### src/rtl/sgc_pkg.sv
// Shared types, constants and the exponential table function for the segment chi-square block.
package sgc_pkg;

    localparam int EXP_DEPTH_DEF = 256;
    localparam int BIN_BITS_DEF  = 20;

    localparam int CFG_IDX_W  = 3;
    localparam int CFG_DATA_W = 16;

    localparam logic [CFG_IDX_W-1:0] CFG_START_X  = 3'd0;
    localparam logic [CFG_IDX_W-1:0] CFG_START_Y  = 3'd1;
    localparam logic [CFG_IDX_W-1:0] CFG_END_X    = 3'd2;
    localparam logic [CFG_IDX_W-1:0] CFG_END_Y    = 3'd3;
    localparam logic [CFG_IDX_W-1:0] CFG_WIDTH    = 3'd4;
    localparam logic [CFG_IDX_W-1:0] CFG_AMP_BEG  = 3'd5;
    localparam logic [CFG_IDX_W-1:0] CFG_AMP_END  = 3'd6;

    localparam int BIN_W   = 20;
    localparam int SUM_W   = 48;

    // Divider sizes: remainder holds the widest divisor, quotient the longest run.
    localparam int DIV_REM_W = 34;
    localparam int DIV_Q_W   = 48;
    localparam int DIV_CNT_W = 6;

    localparam logic [63:0] EXP_STEP_Q32 = 64'd4034748383;

    typedef struct packed {
        logic signed [15:0] pixel_x;
        logic signed [15:0] pixel_y;
        logic signed [23:0] light;
        logic [15:0]        light_sigma;
        logic [BIN_W-1:0]   bin_index;
        logic               last;
    } t_in_item;

    typedef struct packed {
        logic [BIN_W-1:0] bin_out;
        logic [31:0]      model_value;
        logic [SUM_W-1:0] chi2_sum;
        logic             last_out;
    } t_out_item;

    typedef enum logic [4:0] {
        ST_IDLE, ST_DIFF, ST_PROD, ST_SEL, ST_BRANCH, ST_EPS_W, ST_AMP, ST_DIST_W,
        ST_FAR, ST_IDX, ST_IDX_W, ST_LOOK, ST_MODEL, ST_ERR, ST_SQ, ST_TERM,
        ST_TERM_W, ST_OUT
    } t_state;

    typedef enum logic [4:0] {
        STEP_NONE, STEP_DIFF, STEP_PROD, STEP_SEL, STEP_EPS_GO, STEP_EPS_GET,
        STEP_AMP, STEP_DIST_GET, STEP_FAR, STEP_IDX_GO, STEP_LOOK, STEP_MODEL,
        STEP_ERR, STEP_SQ, STEP_TERM_SAT, STEP_TERM_GO, STEP_TERM_GET, STEP_OUT
    } t_step;

    typedef enum logic [1:0] {
        ZONE_BEFORE, ZONE_AFTER, ZONE_ALONG
    } t_zone;

    typedef struct packed {
        logic  accept;
        t_step step;
    } t_cmd;

    typedef struct packed {
        logic  div_done;
        t_zone zone;
        logic  far;
        logic  term_sat;
        logic  out_free;
    } t_status;

    // Entry idx of the exp(-x/16) table, built by repeated Q0.32 steps.
    function automatic logic [15:0] exp_entry(input int unsigned idx);
        logic [63:0] e;
        logic [63:0] t;
        e = 64'h1_0000_0000;
        for (int unsigned k = 0; k < idx; k++) begin
            e = (e * EXP_STEP_Q32 + 64'h8000_0000) >> 32;
        end
        t = (e + 64'd32768) >> 16;
        return (t > 64'd65535) ? 16'hFFFF : t[15:0];
    endfunction

endpackage

### src/rtl/sgc_ctrl.sv
// Controller: sequences the datapath steps for one pixel beat at a time.
module sgc_ctrl
    import sgc_pkg::*;
(
    input  logic    i_clk,
    input  logic    i_rst_n,
    input  logic    i_in_valid,
    input  t_status i_status,
    output logic    o_in_ready,
    output t_cmd    o_cmd
);

    t_state r_state;
    t_state n_state;

    always_ff @(posedge i_clk) begin
        if (!i_rst_n) begin
            r_state <= ST_IDLE;
        end else begin
            r_state <= n_state;
        end
    end

    always_comb begin
        n_state = r_state;
        case (r_state)
            ST_IDLE:   if (i_in_valid) n_state = ST_DIFF;
            ST_DIFF:   n_state = ST_PROD;
            ST_PROD:   n_state = ST_SEL;
            ST_SEL:    n_state = ST_BRANCH;
            ST_BRANCH: n_state = (i_status.zone == ZONE_ALONG) ? ST_EPS_W : ST_IDX;
            ST_EPS_W:  if (i_status.div_done) n_state = ST_AMP;
            ST_AMP:    n_state = ST_DIST_W;
            ST_DIST_W: if (i_status.div_done) n_state = ST_FAR;
            ST_FAR:    n_state = ST_IDX;
            ST_IDX:    n_state = i_status.far ? ST_LOOK : ST_IDX_W;
            ST_IDX_W:  if (i_status.div_done) n_state = ST_LOOK;
            ST_LOOK:   n_state = ST_MODEL;
            ST_MODEL:  n_state = ST_ERR;
            ST_ERR:    n_state = ST_SQ;
            ST_SQ:     n_state = ST_TERM;
            ST_TERM:   n_state = i_status.term_sat ? ST_OUT : ST_TERM_W;
            ST_TERM_W: if (i_status.div_done) n_state = ST_OUT;
            ST_OUT:    if (i_status.out_free) n_state = ST_IDLE;
            default:   n_state = ST_IDLE;
        endcase
    end

    always_comb begin
        o_cmd.accept = 1'b0;
        o_cmd.step   = STEP_NONE;
        o_in_ready   = 1'b0;
        case (r_state)
            ST_IDLE: begin
                o_in_ready   = 1'b1;
                o_cmd.accept = i_in_valid;
            end
            ST_DIFF:   o_cmd.step = STEP_DIFF;
            ST_PROD:   o_cmd.step = STEP_PROD;
            ST_SEL:    o_cmd.step = STEP_SEL;
            // Off the segment the distance is already known, so go straight to the range check.
            ST_BRANCH: o_cmd.step = (i_status.zone == ZONE_ALONG) ? STEP_EPS_GO : STEP_FAR;
            ST_EPS_W:  if (i_status.div_done) o_cmd.step = STEP_EPS_GET;
            ST_AMP:    o_cmd.step = STEP_AMP;
            ST_DIST_W: if (i_status.div_done) o_cmd.step = STEP_DIST_GET;
            ST_FAR:    o_cmd.step = STEP_FAR;
            ST_IDX:    if (!i_status.far) o_cmd.step = STEP_IDX_GO;
            ST_LOOK:   o_cmd.step = STEP_LOOK;
            ST_MODEL:  o_cmd.step = STEP_MODEL;
            ST_ERR:    o_cmd.step = STEP_ERR;
            ST_SQ:     o_cmd.step = STEP_SQ;
            ST_TERM:   o_cmd.step = i_status.term_sat ? STEP_TERM_SAT : STEP_TERM_GO;
            ST_TERM_W: if (i_status.div_done) o_cmd.step = STEP_TERM_GET;
            ST_OUT:    if (i_status.out_free) o_cmd.step = STEP_OUT;
            default:   o_cmd.step = STEP_NONE;
        endcase
    end

endmodule
### config.mk
export PLATFORM = sky130hd
export DESIGN_NAME = sgc_ctrl
export DESIGN_NICKNAME = d
export VERILOG_FILES = /design/src/rtl/sgc_pkg.sv /design/src/rtl/sgc_ctrl.sv
export SDC_FILE = /design/constraint.sdc
export NUM_CORES = 1
export LEC_CHECK = 0
export ABC_CLOCK_PERIOD_IN_PS = 1500
export BUFFER_PORTS_ARGS = -buffer_cell sky130_fd_sc_hd__buf_2
export CAP_MARGIN = 20
export CORE_UTILIZATION = 45
export DETAILED_ROUTE_END_ITERATION = 12
export GPL_ROUTABILITY_DRIVEN = 0
export PLACE_DENSITY = 0.7
export SLEW_MARGIN = 20
export SYNTH_ARGS = -nofsm -noshare
export SYNTH_HDL_FRONTEND = slang
export SYNTH_SLANG_ARGS = --single-unit
### constraint.sdc
create_clock -name i_clk -period 1.5 [get_ports i_clk]
set_input_delay 0.225 -clock i_clk [delete_from_list [all_inputs] [get_ports i_clk]]
set_output_delay 0.225 -clock i_clk [all_outputs]
set_load 0.01 [all_outputs]
# == After elaboration in Yosys (flattened, before gate mapping) ==
# Index checks and enable logic that the tools add are counted.
# op_classes
n_eq_ne,24
n_mux,20
reduce_logical,2
# op_table
cell,count
$pmux W5 S18,1
$pmux W5 S16,1
$eq A5 B4 Y1 const B,8
$mux W5,8
$eq A5 B3 Y1 const B,4
$mux W4,3
$ne A2 B2 Y1 const B,6
$eq A5 B2 Y1 const B,2
$eq A5 B5 Y1 const B,2
$mux W3,2
$reduce_and A6 Y1,1
$eq A5 B1 Y1 const B,1
$logic_not A5 Y1,1
$mux W1,5
$eq A2 B2 Y1 const B,1
# word_totals
reg_bits,5
in_bits,9
output_inout_bits,7

# == Depth between registers and ports, before layout ==
# depth
ltp_word,3
depth_mapped,6

# == Least setup slack after synthesis ==
# Ideal clock, no wire load.
# synth_timing
kind,flip-flop to output port
from,register r_state[0]
to,output o_cmd[2] (netlist bit)
arrival_time_ps,1587
required_time_ps,1275
path_slack_ps,-312
stages_incl_launch_ff,5
path_cell_list,dfxtp_1 clkbuf_1 buf_2 nor3_1 a2111oi_0
# synth_rtl
element,line,rtl
from (decl),sgc_ctrl.sv:13,t_state r_state;
from (signal assigned),sgc_ctrl.sv:20,r_state <= n_state;
to (decl),sgc_ctrl.sv:10,output t_cmd o_cmd

==> results_dict.tcl <==
set metrics [dict create \
    timing.final.max_slew_violations 0 \
    final_util_pct 94.9 \
    critPathMaxStageDelay_ps 400 \
    core_mm2 0.00117 \
    netlist_instances 87 \
    peakVddDrop_mv 1.37 \
    cp_max_fo 8 \
    period_needed_ps 1730 \
    rsz0062_at_grt "yes" \
    largest_register_ffs 5 \
    track_usage_pct 40.0 \
    cp_num_cells 6 \
    drtPass1Iterations 5 \
    wl_um 3400 \
    synth.area.mux_share_pct 3.37 \
    crit_end "o_cmd[0]" \
    grt_max_degree 10 \
    r2r_slack_ps -190 \
    cp_slowest_cell "dfxtp_4" \
    rr_endpoint "r_state[4]$_SDFFE_PN0P_" \
    violations "setup timing" \
    synthXorXnorAreaFrac_pct 0 \
    hold_violations 0 \
    clk_latency_ps 260 \
    syn2layout_area_growth_pct 86.9 \
    synth_compound_area_share_pct 38.7 \
    yosys_warnings 0 \
    yosys-top-cells-area "dfxtp_1 17%, nor2_1 7.6%, o21ai_0 6.7%" \
    tritoncts "built" \
    grt_pass1_vias 849 \
    dieArea_mm2 0.00147 \
    layout_commonest_cell "buf_4" \
    yosysSeqAreaShare_pct 16.8 \
    dpl.hpwl_um 1320 \
    tightest_slew_ps 396 \
    syn_area_um2 594 \
    grt_overflow 0 \
    critPathBufInv 2 \
    num_antenna_cells 0 \
    skew_ps 2.36 \
    cts_root_buf "clkbuf_4" \
    path_class "register to output port" \
    dr.first_iter.drc_count 64 \
    synth_edf_count 0 \
    hold_ws_ps 243 \
    hold_buffers 0 \
    via_per_inst 7.36 \
    synth_top_flop_cell "dfxtp_1" \
    ant_nets 0 \
    drc_errors 0 \
    dieHeight_um 38.3 \
    avgSynthCellArea_um2 6.83 \
    p_leak_nw 0.479 \
    port_buffers 15 \
    layout_common_cells "21 x buf_4, 14 x buf_2, 10 x nor2_1, 10 x buf_6, 4 x nand2_1" \
    power_density_mw_per_mm2 1960 \
    drive_gt1_share_pct 59.7 \
    status "finished with violations" \
    p_int_w 0.00114 \
    maxSlewHeadroom_pct 73.4 \
    pwr-share-comb_pct 78.8 \
    cap_violations 0 \
    synth_top_area_cell "dfxtp_1" \
    num_vias 1052 \
    startpoint_type "register" \
    synth_top_family_by_area "compound AO/OA/AOI/OAI gates" \
    rr_startpoint "r_state[1]$_SDFFE_PN0P_" \
    grt_pass1_wl_um 4000 \
    hp-class "input port to register" \
    largestRegisters "r_state (5)" \
    fp.dieW_um 38.3 \
    cts_made_buffers 3 \
    htreeDepth 1 \
    synth-seq-cells 5 \
    end_kind "output port" \
    path_clk_slew_ps 60 \
    numClockSinks 5 \
    p_total_w 0.00217 \
    antenna_found_initial 0 \
    core.rowCount 12 \
    cts_max_path_buffers 2 \
    io_pins 16 \
    sw_frac_of_total_pct 47.3 \
    wl_per_cell_um 23.8 \
    async_flop_share_pct 0 \
    critical_path.top_delay_family "compound AO/OA/AOI/OAI gates" \
    synth_top_area_share_pct 16.8 \
    initial_utilization_pct 50.7 \
    power.share.clock_pct 8.5 \
    path_cells "buf_8, nor2b_4, o21ai_2, o21ai_1, a32o_1, buf_2" \
    pwr-share-seq_pct 12.7 \
    synth-simple-area-share_pct 32.6 \
    fin_ws_ps -234 \
    synthesis.nets 96 \
    power.net_switching_w 0.00103 \
    regMostFlops "r_state" \
    crit_required_ps 1270 \
    reg2reg_depth 7 \
    synth_fa_ha_area_share_pct 0 \
    setup_viol 12 \
    nets 139 \
    critPathLaunch "r_state[3]$_SDFFE_PN0P_" \
    arrival_ps 1510 \
    synth.distinct_cells 35 \
    final.period_utilization_pct 116 \
    timing.fmax_ghz 0.577 \
]
-- metrics by stage --
step	instances	instance area (um2)	setup WS (ps)	setup TNS [ps]
final	143	1110	-234	-1810
after global routing	143	1110	-267	-2240
after CTS	142	1030	-132	-681
after detailed placement	128	807	-67.3	-245
after global placement	128	807	-31.3	-69.5
after floorplan	87	609	-85.3	-143
-- power groups by stage --
stage / clock, W / sequential, W / combinational (W)
CTS: 0.000163 / 0.000250 / 0.00140
global placement: 0 / 0.000227 / 0.00102
global route: 0.000203 / 0.000273 / 0.00177
finish: 0.000184 / 0.000276 / 0.00171
floorplan: 0 / 0.000207 / 0.000656
detailed placement: 0 / 0.000225 / 0.00104
-- what timing repair did --
action                     CTS  global route
setup buffers               10             1
resized for setup           36            17
setup endpoints to repair   11            12
pin swaps                   10             7
gates cloned                 0             0
-- synthesized netlist by cell type (all sizes together), types with 2 or more instances --
library cell / number
nand2: 6
nand2b: 4
nor3: 4
buf: 3
o21ai: 8
mux2i: 2
nor2b: 4
a211o: 3
inv: 2
a2111oi: 3
dfxtp: 5
or3: 3
nand3: 3
nor2: 12
a21oi: 4
clkbuf: 5
-- how the worst min path moves through the flow --
| stage | cells past startpoint | from | slack [ps] | endpoint |
|---|---|---|---|---|
| after floorplan | 1 | i_rst_n | 340 | r_state[2]$_SDFFE_PN0P_ |
| after global placement | 2 | i_rst_n | 490 | r_state[2]$_SDFFE_PN0P_ |
| after detailed placement | 2 | i_rst_n | 490 | r_state[2]$_SDFFE_PN0P_ |
| after CTS | 2 | i_rst_n | 230 | r_state[2]$_SDFFE_PN0P_ |
| after global routing | 2 | i_rst_n | 210 | r_state[2]$_SDFFE_PN0P_ |
| final | 2 | i_rst_n | 240 | r_state[2]$_SDFFE_PN0P_ |
-- kinds of logic after synthesis --
group | count (synthesis)
compound gates | 31
mux | 2
flops | 5
simple gates | 39
buf+inv | 10
-- area by class of cell --
type | instances | area, um2
Sequential cell | 5 | 114
Clock buffer | 4 | 26.3
Timing Repair Buffer | 46 | 355
Tap cell | 14 | 17.5
Fill cell | 33 | 60.1
Inverter | 2 | 12.5
Multi-Input combinational cell | 72 | 586
-- metal layers --
metal | global-route usage, % | vias to the layer above | wire, um
met5 | 0 | - | 0
met4 | 16.4 | 0 | 357
met3 | 4.65 | 54 | 402
met2 | 72.0 | 114 | 1600
met1 | 47.4 | 471 | 1050
li1 | - | 413 | -
No activity file was read; power rests on OpenSTA's default activity.
